[src/hw/rtl/serial_can_frame_deframer_macros.svh]
// assertion macros shared by the deframer rtl
// expects clk and rst_n in the scope of use
`ifndef SERIAL_CAN_FRAME_DEFRAMER_MACROS_SVH
`define SERIAL_CAN_FRAME_DEFRAMER_MACROS_SVH

// implication checked on every clock edge outside reset
`define SCFD_ASSERT_IMPL(lbl, pre, post, msg) \
    lbl: assert property (@(posedge clk) disable iff (!rst_n) (pre) |-> (post)) \
        else $error(msg);

// implication checked in the cycle after the antecedent
`define SCFD_ASSERT_NEXT(lbl, pre, post, msg) \
    lbl: assert property (@(posedge clk) disable iff (!rst_n) (pre) |=> (post)) \
        else $error(msg);

`endif

[src/hw/rtl/scfd_pkg.sv]
// types, codes and the result decode function of the serial can deframer
// no dependencies
`timescale 1ns / 1ps
`default_nettype none

package scfd_pkg;

    localparam logic [7:0] SYNC_FIRST   = 8'h66;
    localparam logic [7:0] SYNC_SECOND  = 8'hCC;
    localparam logic [7:0] CMD_CAN      = 8'hB1;
    localparam logic [7:0] CMD_BAUD_CFG = 8'h92;
    localparam logic [7:0] CMD_BAUD     = 8'h93;
    localparam logic [7:0] CMD_FLT_SET  = 8'h98;
    localparam logic [7:0] CMD_FLT_CLR  = 8'h99;
    localparam logic [3:0] MAX_RESULTS  = 4'd12;
    // decoded bytes cover frame offsets 4 .. 18
    localparam int         DEC_BYTES    = 15;
    localparam logic [3:0] DEC_LAST     = 4'd14;

    typedef enum logic [2:0] {
        KIND_CAN      = 3'd0,
        KIND_BAUD_CFG = 3'd1,
        KIND_BAUD     = 3'd2,
        KIND_FLT_SET  = 3'd3,
        KIND_FLT_CLR  = 3'd4,
        KIND_OTHER    = 3'd5
    } kind_t;

    typedef enum logic [2:0] {
        PH_HUNT  = 3'd0,
        PH_SYNC2 = 3'd1,
        PH_LENHI = 3'd2,
        PH_LENLO = 3'd3,
        PH_BODY  = 3'd4
    } phase_t;

    typedef enum logic [3:0] {
        S_IDLE,
        S_FETCH,
        S_TAKE,
        S_CHECK,
        S_RRD,
        S_RWR,
        S_DRD,
        S_DCAP,
        S_EMIT,
        S_FLUSH
    } state_t;

    typedef struct packed {
        kind_t       kind;
        logic [7:0]  cmd_code;
        logic [15:0] can_id;
        logic [3:0]  dlc;
        logic [63:0] payload;
        logic [7:0]  status_byte;
        logic [7:0]  filter_index;
        logic [10:0] baud_kbps;
        logic        clear_ok;
    } result_t;

    typedef struct packed {
        logic       push;
        logic       prepend;
        logic       pop;
        logic [7:0] wdata;
    } queue_ctrl_t;

    // b[i] holds frame offset 4+i, zero past the frame end
    function automatic result_t decode(input logic [DEC_BYTES-1:0][7:0] b);
        result_t     r;
        logic [3:0]  n;
        logic [63:0] p;
        r = '0;
        p = '0;
        n = (b[6] > 8'd8) ? 4'd8 : b[6][3:0];
        r.cmd_code = b[0];
        for (int i = 0; i < 8; i++)
        begin
            if (4'(i) < n)
                p[8*i +: 8] = b[7+i];
        end
        case (b[0])
            CMD_CAN:
            begin
                r.kind    = KIND_CAN;
                r.can_id  = {b[4], b[5]};
                r.dlc     = n;
                r.payload = p;
            end
            CMD_BAUD_CFG:
            begin
                r.kind        = KIND_BAUD_CFG;
                r.status_byte = b[1];
            end
            CMD_BAUD:
            begin
                r.kind      = KIND_BAUD;
                r.baud_kbps = {1'b0, b[2], 2'b00} + {3'b000, b[2]};
            end
            CMD_FLT_SET:
            begin
                r.kind         = KIND_FLT_SET;
                r.status_byte  = b[1];
                r.filter_index = b[2];
            end
            CMD_FLT_CLR:
            begin
                r.kind        = KIND_FLT_CLR;
                r.status_byte = b[1];
                r.clear_ok    = (b[1] == 8'd0);
            end
            default:
                r.kind = KIND_OTHER;
        endcase
        return r;
    endfunction

endpackage

`default_nettype wire

[src/hw/rtl/scfd_queue.sv]
// circular byte queue for pending and replayed bytes, with push at the tail
// and prepend at the head; uses scfd_pkg
`timescale 1ns / 1ps
`default_nettype none

module scfd_queue #(
    parameter int QW = 7
) (
    input  wire                      clk,
    input  wire                      rst_n,
    input  wire scfd_pkg::queue_ctrl_t ctrl,
    output logic [7:0]               rdata,
    output logic                     empty
);
    import scfd_pkg::*;

    logic [7:0]    q_mem [2**QW];
    logic [QW-1:0] head_reg, head_next;
    logic [QW-1:0] tail_reg, tail_next;
    logic [QW-1:0] waddr;

    always_comb
    begin
        head_next = head_reg;
        tail_next = tail_reg;
        waddr     = tail_reg;
        if (ctrl.push)
            tail_next = tail_reg + 1'b1;
        if (ctrl.prepend)
        begin
            head_next = head_reg - 1'b1;
            waddr     = head_reg - 1'b1;
        end
        else if (ctrl.pop)
            head_next = head_reg + 1'b1;
    end

    always_ff @(posedge clk or negedge rst_n)
    begin
        if (!rst_n)
        begin
            head_reg <= '0;
            tail_reg <= '0;
        end
        else
        begin
            head_reg <= head_next;
            tail_reg <= tail_next;
        end
    end

    always_ff @(posedge clk)
    begin
        if (ctrl.push || ctrl.prepend)
            q_mem[waddr] <= ctrl.wdata;
        if (ctrl.pop)
            rdata <= q_mem[head_reg];
    end

    assign empty = (head_reg == tail_reg);

endmodule

`default_nettype wire

[src/hw/rtl/serial_can_frame_deframer.sv]
// Serial CAN adapter deframer. Each received byte runs through a small
// sequencer that takes one queued byte at a time through fetch (queue read),
// take (scan) and check; a byte that completes nothing passes idle, fetch,
// take and check before the input is ready again. A valid frame adds a read
// and a capture per decode byte 4..18 from the frame store; a rejected header
// or failed checksum replays stored bytes 1..n-1 into the byte queue, a read
// and a prepend each, before scanning resumes, and each replayed byte is then
// scanned again. One input byte can release several results; last marks the
// final one. A result waits in a hold register until it is known to be last.
`timescale 1ns / 1ps
`default_nettype none

module serial_can_frame_deframer #(
    parameter int MAX_FRAME_BYTES = 64,
    parameter int MIN_FRAME_BYTES = 6
) (
    input  wire               clk,
    input  wire               rst_n,
    input  wire               in_valid,
    output logic              in_stall,
    input  wire  [7:0]        rx_byte,
    output logic              out_valid,
    input  wire               out_stall,
    output logic [2:0]        kind,
    output logic [7:0]        cmd_code,
    output logic [15:0]       can_id,
    output logic [3:0]        dlc,
    output logic [63:0]       payload,
    output logic [7:0]        status_byte,
    output logic [7:0]        filter_index,
    output logic [10:0]       baud_kbps,
    output logic              clear_ok,
    output logic              last
);
    import scfd_pkg::*;

    `include "serial_can_frame_deframer_macros.svh"

    localparam int AW = $clog2(MAX_FRAME_BYTES);
    localparam int CW = $clog2(MAX_FRAME_BYTES + 1);
    localparam int QW = $clog2(MAX_FRAME_BYTES + 1);
    localparam logic [16:0] MAX_TOTAL = 17'(MAX_FRAME_BYTES);
    localparam logic [16:0] MIN_TOTAL = 17'(MIN_FRAME_BYTES);

    state_t   state_reg, state_next;
    phase_t   phase_reg, phase_next;
    logic [CW-1:0] sc_reg, sc_next;
    logic [CW-1:0] ri_reg, ri_next;
    logic [15:0]   len_reg, len_next;
    logic [7:0]    sum_reg, sum_next;
    logic [3:0]    di_reg, di_next;
    logic [3:0]    rcnt_reg, rcnt_next;
    logic [DEC_BYTES-1:0][7:0] dec_reg, dec_next;
    result_t       hold_reg, hold_next;
    logic          hold_vld_reg, hold_vld_next;
    result_t       out_reg, out_next;
    logic          out_vld_reg, out_vld_next;
    logic          last_reg, last_next;

    logic [7:0]    st_mem [MAX_FRAME_BYTES];
    logic          st_we;
    logic [AW-1:0] st_waddr;
    logic [7:0]    st_wdata;
    logic          st_rd;
    logic [AW-1:0] st_raddr;
    logic [7:0]    st_rdata;

    queue_ctrl_t   qc;
    logic [7:0]    q_rdata;
    logic          q_empty;

    logic [7:0]    b;
    logic [16:0]   total;
    logic [16:0]   lo_total;
    logic [CW-1:0] sc_inc;
    logic [4:0]    dec_off;
    logic          out_free;
    result_t       new_res;

    scfd_queue #(
        .QW(QW)
    ) u_queue (
        .clk   (clk),
        .rst_n (rst_n),
        .ctrl  (qc),
        .rdata (q_rdata),
        .empty (q_empty)
    );

    assign b        = q_rdata;
    assign total    = {1'b0, len_reg} + 17'd4;
    assign lo_total = {1'b0, len_reg[15:8], b} + 17'd4;
    assign sc_inc   = sc_reg + 1'b1;
    assign dec_off  = 5'd4 + {1'b0, di_reg};
    assign out_free = !out_vld_reg || !out_stall;
    assign new_res  = decode(dec_reg);

    // next state
    always_comb
    begin
        state_next = state_reg;
        case (state_reg)
            S_IDLE:
                if (in_valid)
                    state_next = S_FETCH;
            S_FETCH:
                state_next = S_TAKE;
            S_TAKE:
            begin
                state_next = S_CHECK;
                case (phase_reg)
                    PH_LENLO:
                        if (lo_total < MIN_TOTAL || lo_total > MAX_TOTAL)
                            state_next = S_RRD;
                    PH_BODY:
                        if ({{(17-CW){1'b0}}, sc_inc} >= total)
                            state_next = (b == sum_reg) ? S_DRD : S_RRD;
                    default:
                        state_next = S_CHECK;
                endcase
            end
            S_CHECK:
                if (!q_empty)
                    state_next = S_FETCH;
                else if (hold_vld_reg)
                    state_next = S_FLUSH;
                else
                    state_next = S_IDLE;
            S_RRD:
                state_next = S_RWR;
            S_RWR:
                state_next = (ri_reg == CW'(1)) ? S_CHECK : S_RRD;
            S_DRD:
                state_next = S_DCAP;
            S_DCAP:
                state_next = (di_reg == DEC_LAST) ? S_EMIT : S_DRD;
            S_EMIT:
                if (rcnt_reg == MAX_RESULTS || !hold_vld_reg || out_free)
                    state_next = S_CHECK;
            S_FLUSH:
                if (out_free)
                    state_next = S_IDLE;
            default:
                state_next = S_IDLE;
        endcase
    end

    // datapath and handshake outputs
    always_comb
    begin
        phase_next    = phase_reg;
        sc_next       = sc_reg;
        ri_next       = ri_reg;
        len_next      = len_reg;
        sum_next      = sum_reg;
        di_next       = di_reg;
        rcnt_next     = rcnt_reg;
        dec_next      = dec_reg;
        hold_next     = hold_reg;
        hold_vld_next = hold_vld_reg;
        out_next      = out_reg;
        last_next     = last_reg;
        out_vld_next  = out_vld_reg && out_stall;
        in_stall      = 1'b1;
        st_we         = 1'b0;
        st_waddr      = sc_reg[AW-1:0];
        st_wdata      = b;
        st_rd         = 1'b0;
        st_raddr      = ri_reg[AW-1:0];
        qc            = '0;
        qc.wdata      = rx_byte;

        case (state_reg)
            S_IDLE:
            begin
                in_stall  = 1'b0;
                rcnt_next = '0;
                qc.push   = in_valid;
            end
            S_FETCH:
                qc.pop = 1'b1;
            S_TAKE:
            begin
                case (phase_reg)
                    PH_HUNT:
                        if (b == SYNC_FIRST)
                        begin
                            st_we      = 1'b1;
                            st_waddr   = '0;
                            sc_next    = CW'(1);
                            phase_next = PH_SYNC2;
                        end
                    PH_SYNC2:
                        if (b == SYNC_SECOND)
                        begin
                            st_we      = 1'b1;
                            sc_next    = sc_inc;
                            sum_next   = '0;
                            phase_next = PH_LENHI;
                        end
                        else if (b != SYNC_FIRST)
                        begin
                            sc_next    = '0;
                            sum_next   = '0;
                            phase_next = PH_HUNT;
                        end
                    PH_LENHI:
                    begin
                        st_we         = 1'b1;
                        sc_next       = sc_inc;
                        sum_next      = sum_reg + b;
                        len_next[15:8] = b;
                        phase_next    = PH_LENLO;
                    end
                    PH_LENLO:
                    begin
                        st_we         = 1'b1;
                        sc_next       = sc_inc;
                        sum_next      = sum_reg + b;
                        len_next[7:0] = b;
                        phase_next    = PH_BODY;
                        if (lo_total < MIN_TOTAL || lo_total > MAX_TOTAL)
                        begin
                            // false header, replay everything after the first sync
                            ri_next    = sc_reg;
                            sc_next    = '0;
                            sum_next   = '0;
                            phase_next = PH_HUNT;
                        end
                    end
                    PH_BODY:
                    begin
                        st_we   = 1'b1;
                        sc_next = sc_inc;
                        if ({{(17-CW){1'b0}}, sc_inc} >= total)
                        begin
                            di_next = '0;
                            if (b != sum_reg)
                            begin
                                ri_next    = sc_reg;
                                sc_next    = '0;
                                sum_next   = '0;
                                phase_next = PH_HUNT;
                            end
                        end
                        else
                            sum_next = sum_reg + b;
                    end
                    default:
                        phase_next = PH_HUNT;
                endcase
            end
            S_RRD:
                st_rd = 1'b1;
            S_RWR:
            begin
                qc.prepend = 1'b1;
                qc.wdata   = st_rdata;
                ri_next    = ri_reg - 1'b1;
            end
            S_DRD:
            begin
                st_rd    = 1'b1;
                st_raddr = AW'(dec_off);
            end
            S_DCAP:
            begin
                dec_next[di_reg] = ({12'd0, dec_off} < total) ? st_rdata : 8'd0;
                di_next          = di_reg + 1'b1;
            end
            S_EMIT:
            begin
                if (rcnt_reg == MAX_RESULTS)
                begin
                    sc_next    = '0;
                    sum_next   = '0;
                    phase_next = PH_HUNT;
                end
                else if (!hold_vld_reg || out_free)
                begin
                    if (hold_vld_reg)
                    begin
                        out_next     = hold_reg;
                        last_next    = 1'b0;
                        out_vld_next = 1'b1;
                    end
                    hold_next     = new_res;
                    hold_vld_next = 1'b1;
                    rcnt_next     = rcnt_reg + 1'b1;
                    sc_next       = '0;
                    sum_next      = '0;
                    phase_next    = PH_HUNT;
                end
            end
            S_FLUSH:
                if (out_free)
                begin
                    out_next      = hold_reg;
                    last_next     = 1'b1;
                    out_vld_next  = 1'b1;
                    hold_vld_next = 1'b0;
                end
            default:
                in_stall = 1'b1;
        endcase
    end

    always_ff @(posedge clk or negedge rst_n)
    begin
        if (!rst_n)
        begin
            state_reg    <= S_IDLE;
            phase_reg    <= PH_HUNT;
            sc_reg       <= '0;
            ri_reg       <= '0;
            len_reg      <= '0;
            sum_reg      <= '0;
            di_reg       <= '0;
            rcnt_reg     <= '0;
            hold_vld_reg <= 1'b0;
            out_vld_reg  <= 1'b0;
        end
        else
        begin
            state_reg    <= state_next;
            phase_reg    <= phase_next;
            sc_reg       <= sc_next;
            ri_reg       <= ri_next;
            len_reg      <= len_next;
            sum_reg      <= sum_next;
            di_reg       <= di_next;
            rcnt_reg     <= rcnt_next;
            hold_vld_reg <= hold_vld_next;
            out_vld_reg  <= out_vld_next;
        end
    end

    always_ff @(posedge clk)
    begin
        dec_reg  <= dec_next;
        hold_reg <= hold_next;
        out_reg  <= out_next;
        last_reg <= last_next;
    end

    // frame store
    always_ff @(posedge clk)
    begin
        if (st_we)
            st_mem[st_waddr] <= st_wdata;
        if (st_rd)
            st_rdata <= st_mem[st_raddr];
    end

    assign out_valid    = out_vld_reg;
    assign kind         = out_reg.kind;
    assign cmd_code     = out_reg.cmd_code;
    assign can_id       = out_reg.can_id;
    assign dlc          = out_reg.dlc;
    assign payload      = out_reg.payload;
    assign status_byte  = out_reg.status_byte;
    assign filter_index = out_reg.filter_index;
    assign baud_kbps    = out_reg.baud_kbps;
    assign clear_ok     = out_reg.clear_ok;
    assign last         = last_reg;

    `SCFD_ASSERT_IMPL(a_idle_clean, !in_stall, !hold_vld_reg && q_empty,
        "input taken while a result or replay byte is pending")
    `SCFD_ASSERT_IMPL(a_flush_has_hold, state_reg == S_FLUSH, hold_vld_reg,
        "flush with no held result")
    `SCFD_ASSERT_IMPL(a_count_bound, 1'b1, sc_reg <= CW'(MAX_FRAME_BYTES),
        "stored count past frame store")
    `SCFD_ASSERT_NEXT(a_flush_last, state_reg == S_FLUSH && out_free,
        out_valid && last, "final result not marked last")

endmodule

`default_nettype wire

[config.mk]
export PLATFORM = sky130hd
export DESIGN_NAME = serial_can_frame_deframer
export DESIGN_NICKNAME = d
export VERILOG_FILES = /design/src/hw/rtl/scfd_pkg.sv /design/src/hw/rtl/scfd_queue.sv /design/src/hw/rtl/serial_can_frame_deframer.sv
export VERILOG_INCLUDE_DIRS = /design/src /design/src/hw/rtl
export SDC_FILE = /design/constraint.sdc
export NUM_CORES = 2
export LEC_CHECK = 0
export BUFFER_PORTS_ARGS = -buffer_cell sky130_fd_sc_hd__buf_2
export CELL_PAD_IN_SITES_DETAIL_PLACEMENT = 1
export CELL_PAD_IN_SITES_GLOBAL_PLACEMENT = 1
export CORE_ASPECT_RATIO = 0.8
export CORE_MARGIN = 3
export CORE_UTILIZATION = 55
export CTS_CLUSTER_SIZE = 28
export DETAILED_ROUTE_END_ITERATION = 10
export PLACE_DENSITY = 0.75
export SYNTH_ARGS = -nofsm -noshare
export SYNTH_HDL_FRONTEND = slang
export SYNTH_SLANG_ARGS = --single-unit
[constraint.sdc]
create_clock -name clk -period 16.2 [get_ports clk]
set_input_delay 0 -clock clk [delete_from_list [all_inputs] [get_ports clk]]
set_output_delay 0 -clock clk [all_outputs]
set_load 0.05 [all_outputs]
# After elaboration in Yosys (flattened, before gate mapping)
# Memory sizes are Yosys's and may differ from the RTL's. A register that Yosys moved wholly into a read port is not among the register bits.
# Index checks and enable logic that the tools add are counted.
# Widths: inputs -> output; s select.
# totals
inputBits	12
elab_cells	270
output_inout_bits	126
ff_bits	436
memories	2
mem_bits_rw	1536
# mem_list
name	words	word_bits	rd	rd_clocked_by_memory_dff	write_ports	line	rtl
u_queue.q_mem	128	8	1	1	1	scfd_queue.sv:17	logic [7:0] q_mem [2**QW];
st_mem	64	8	1	1	1	serial_can_frame_deframer.sv:60	logic [7:0] st_mem [MAX_FRAME_BYTES];
# op_classes
n_reduce_logical	43
mux	98
eq_ne	45
order_cmp	15
n_addsub	12
bitwise	1
# op_table
operator	count
$mux 123	4
$pmux 123 s2	1
$bwmux 120	1
$mux 7	14
$mux 8	10
$eq 8x8->1 const B	6
$mux 4	11
$pmux 7 s2	3
$pmux 4 s10	1
$pmux 7 s5	1
$add 16x3->17 const B	2
$mux 3	11
$demux 8 s4	1
$pmux 8 s4	1
$pmux 3 s5	2
$mux 6	4
$pmux 4 s2	3
$mux 1	23
$add 7x1->7 const B	3
$reduce_and 2->1	10
$reduce_and 5->1	4
$ge 7x17->1	1
$gt 17x7->1 const B	1
$lt 17x3->1 const B	1
other kinds (49)	95

# Longest topological paths before layout
# logic_depth
word_depth	6
ltp_mapped	13
ltp_nobuf	11

# Modules after synthesis
# Synthesis repeated with hierarchy kept, for this count alone.
# unflattened
hier_cells	4002
hier_area_um2	77818.4
# modules_own_cells
module	n_inst	area_per_inst_um2	cells_each	seq_area_each_um2
scfd_queue	1	41075.6	1950	31340.1
serial_can_frame_deframer	1	36742.7	2052	27771.6

# Worst setup path after synthesis
# No wires, ideal clock.
# synth_timing
kind	register to register
startpoint	register state_reg[3]
endpoint	register out_reg, in the netlist baud_kbps[0], enable pin
stages_incl_launch_ff	4
n_path_buf	1
arrival_time_ns	12.640
t_required_ns	15.289
slack_ns	2.649
period_less_slack_ns	13.551
setup_ns	0.911
path_cell_list	dfrtp_1 -> clkbuf_1 -> nand2b_1 -> nor4_1
# synth_between
elab_chain_cells	3
elab_cells_between_ends	8
cone_classes	eq/ne: 6; reduce/logical: 2
# synth_lines
item	line	rtl
start: declaration	serial_can_frame_deframer.sv:45	state_t state_reg, state_next;
start signal: assignment	serial_can_frame_deframer.sv:325	state_reg <= state_next;
$eq 4x4->1	serial_can_frame_deframer.sv:173	case (state_reg)
$ne 2x2->1 (no line) / $reduce_bool 2->1 (equally long branches)	-	
$reduce_and 5->1 (no line) (*)	-	
end signal: assignment	serial_can_frame_deframer.sv:342	out_reg <= out_next;
end: declaration	serial_can_frame_deframer.sv:56	result_t out_reg, out_next;
# Mark *: on every way between the ends. The rest lies on a longest branch, timed or not.
# A chain may end at the register's enable or synchronous reset.

# Worst setup path in the final report
# layout_timing
startpoint	register u_queue.rdata[2] (read register of u_queue.q_mem)
endpoint	memory st_mem[63][6], enable pin
# layout_between
elab_chain_cells	6
elab_cells_between_ends	11
cone_classes	eq/ne: 2; mux: 9
# layout_lines
item	line	rtl
start: declaration	scfd_queue.sv:12	output logic [7:0] rdata,
$eq 8x8->1 / $eq 8x7->1 (equally long branches)	serial_can_frame_deframer.sv:194, serial_can_frame_deframer.sv:186	
$mux 1, on equally long branches	serial_can_frame_deframer.sv:194, serial_can_frame_deframer.sv:186	
$pmux 1 s3	serial_can_frame_deframer.sv:184	case (phase_reg)
$mux 1	serial_can_frame_deframer.sv:173	
$mux 1	serial_can_frame_deframer.sv:349	if (st_we)
$mux 1 (implied by the code)	serial_can_frame_deframer.sv:350	st_mem[st_waddr] <= st_wdata;
end: declaration	serial_can_frame_deframer.sv:60	
# Several ways; a longest one is shown, not always the timed one.

==> flow_metrics.env <==
export IMPL_status="finished clean"
export IMPL_antenna_left=0
export IMPL_post_cts_resized=0
export IMPL_ys_warn_count=0
export IMPL_setup_viol=0
export IMPL_cts_buffers=184
export IMPL_drive_above_1_share_pct=21.0
export IMPL_overflow=0
export IMPL_hp_start="rx_byte[1]"
export IMPL_clockPowerShare_pct=32.0
export IMPL_synth_seq_area_share_pct=76.4
export IMPL_whs_endpoint="u_queue.q_mem[68][1]"
export IMPL_clk_insertion_delay_late_ns=0.84
export IMPL_grt_use_total_pct=27.6
export IMPL_clkTransAtPathRegs_ns=0.06
export IMPL_cts_post_setup_buffers_inserted=0
export IMPL_finalCritPeriodShare_pct=31.0
export IMPL_async_flop_share_pct=3.48
export IMPL_hpwl_um=120000
export IMPL_synth_seq_cells=1980
export IMPL_antenna_found_initial=5
export IMPL_critPathMaxFanout=76
export IMPL_reg2reg_to="st_mem[63][6]"
export IMPL_crit_chain="buf_4, ha_1, nand3_1, nor2_1, nand2_1, a31oi_1, nand2_1, inv_1, nand4_1, nor2_1"
export IMPL_crit_buf_inv=2
export IMPL_core_area_um2=139000
export IMPL_p_switching_mw=3.77
export IMPL_syn_avg_cell_area_um2=19.2
export IMPL_drc=0
export IMPL_yosysMostFrequentCell="edfxtp_1"
export IMPL_seq_power_share_pct=46.3
export IMPL_htree_levels=4
export IMPL_swShare_pct=28.4
export IMPL_power_density_nw_per_um2=154
export IMPL_initial_core_util_pct=55.7
export IMPL_min_path_cells=3
export IMPL_clockBufferDepth=3
export IMPL_finalCriticalPeriod_ns=5.03
export IMPL_fillerInstances=11700
export IMPL_die_width_um=425
export IMPL_grt_max_degree=99
export IMPL_critical_path_top_delay_family="simple AND/OR/NAND/NOR gates"
export IMPL_comb_power_share_pct=21.7
export IMPL_critical_path_class="reg -> reg"
export IMPL_cts_tree="done"
export IMPL_cp_required_ns=16.63
export IMPL_p_int_mw=9.49
export IMPL_fmax_mhz=199
export IMPL_r2r_worst_path_cells=10
export IMPL_wire_per_inst_um=31.6
export IMPL_fin_ws_ns=11.17
export IMPL_synth_area_leader_cell="edfxtp_1"
export IMPL_vdd_drop_max_mv=0.168
export IMPL_largest_reg_flops=1024
export IMPL_rsz0062_at_grt="no"
export IMPL_wl_um=197000
export IMPL_cts_sinks=1980
export IMPL_slew_headroom_pct=19.8
export IMPL_crit_arrival_ns=5.46
export IMPL_ios=138
export IMPL_synth_area_leaders="edfxtp_1, mux4_2, dfrtp_1"
export IMPL_fin_cells=6235
export IMPL_finalMaxSlewViolations=0
export IMPL_cp_start_kind="register"
export IMPL_synth_top_area_share_pct=74.2
export IMPL_finalHoldViolCount=0
export IMPL_synthTopCellsByCount="edfxtp_1, mux4_2, nand2_1"
export IMPL_fp_row_count=122
export IMPL_vias=39900
export IMPL_tns_ns=0
export IMPL_ys_flop_type="edfxtp_1"
export IMPL_synth_edf_count=1911
export IMPL_netlist_instances=4021
export IMPL_hold_ws_ns=0.139
export IMPL_grt_pass1_wl_um=291000
export IMPL_initialDrtViolationCount=5148
export IMPL_vias_per_cell=6.40
export IMPL_critPathMaxStageDelay_ns=1.11
export IMPL_fin_nets=4276
export IMPL_die_y_um=341
export IMPL_area_growth_pct=11.3
export IMPL_p_leak_nw=27.9
export IMPL_placed_cells=5885
export IMPL_timing_rr_start="u_queue.rdata[2]"
export IMPL_die_area_um2=145000
export IMPL_syn_area_um2=77300
export IMPL_min_path_type="in -> reg"
export IMPL_ys_types=78
export IMPL_syn_num_nets=4077
export IMPL_max_cap_viol_count=0
export IMPL_skew_ns=0.0319
export IMPL_ctsRootBufferMaster="clkbuf_16"
export IMPL_crit_slowest_cell="nor2_1"
export IMPL_io_buffers=137
export IMPL_hold_buffers=8
export IMPL_drt_pass1_iter_count=5
export IMPL_first_global_vias=41200
export IMPL_worst_pin_slew_ns=1.20
export IMPL_r2r_slack_ns=11.17
export IMPL_end_kind="register"
export IMPL_gp_congestion=0.850
export IMPL_pre_cts_slack_ns=11.25
## worst max-delay path by stage
stage,startpoint,endpoint,slack [ns],cells past startpoint
2_1_floorplan,state_reg[3],baud_kbps[0],2.65,3
3_3_place_gp,u_queue.head_reg[0],u_queue.rdata[1],11.37,6
3_5_place_dp,state_reg[3],st_rdata[7],11.25,10
4_1_cts,state_reg[3],st_rdata[7],11.25,10
5_1_grt,state_reg[3],st_rdata[7],10.91,10
6_report,u_queue.rdata[2],st_mem[63][6],11.17,10
## worst register-to-register path, delay by kind of cell (launching register included)
family / cells / cell delay, ns
flip-flops: 1 / 0.51
AND/OR/NAND/NOR: 6 / 2.44
AO/OA/AOI/OAI: 1 / 0.37
adder cells (fa/ha/maj): 1 / 0.47
buffers and inverters: 2 / 0.84
## cell families after synthesis
family	after synthesis	share of synthesized area (%)
AND/OR/NAND/NOR	1014	6.05
multiplexers	481	12.9
XOR/XNOR	51	0.578
buffers and inverters	211	1.16
flip-flops	1980	76.4
adder cells (fa/ha/maj)	45	0.744
AO/OA/AOI/OAI	239	2.15
## power groups by stage
| stage | clock network, mW | registers, mW | logic [mW] |
|---|---|---|---|
| floorplan | 0 | 6.25 | 1.77 |
| global placement | 0 | 6.23 | 2.78 |
| detailed placement | 0 | 6.24 | 2.87 |
| CTS | 4.30 | 6.13 | 2.88 |
| global route | 4.52 | 6.14 | 3.02 |
| finish | 4.24 | 6.14 | 2.88 |
## metrics by stage
step | utilization [%] | area, um^2 | power (mW)
after global placement | 57.7 | 80100 | 9.01
final | 62.0 | 86100 | 13.3
after floorplan | - | 77300 | 8.02
after CTS | 61.9 | 86100 | 13.3
after detailed placement | 57.7 | 80100 | 9.11
after global routing | 62.0 | 86100 | 13.7
## metal layers
layer | routed length (um) | vias to the layer above | GRT usage [%]
li1 | - | 16500 | -
met1 | 81000 | 21200 | 41.0
met2 | 94900 | 1911 | 43.1
met3 | 15800 | 305 | 4.67
met4 | 5050 | 0 | 7.58
met5 | 0 | - | 0
## cells in the final DEF (no fill, tap or decap), types with 32 or more instances in the layout
cell type / instances
o21ai_0: 47
clkinv_1: 39
mux4_2: 408
and3_1: 33
ha_1: 42
nor3_1: 32
nor2_1: 300
a21oi_1: 44
buf_2: 137
buf_4: 53
nand3_1: 88
edfxtp_1: 1911
mux2i_1: 39
and2_1: 97
nand2_1: 322
clkbuf_16: 188
dfrtp_1: 65
clkbuf_1: 44
## layout make-up
cell class	instances	area (um^2)	share of cell area (%)
well taps	1860	2330	2.70
clock buffers	239	4970	5.77
repair buffers	199	1200	1.40
multi-input cells	1830	17500	20.3
clock inverters	98	863	1.00
flip-flops and latches	1980	59100	68.7
diodes	4	10.0	0.0116
inverters	25	93.8	0.109
(Power assumes the default switching activity.)
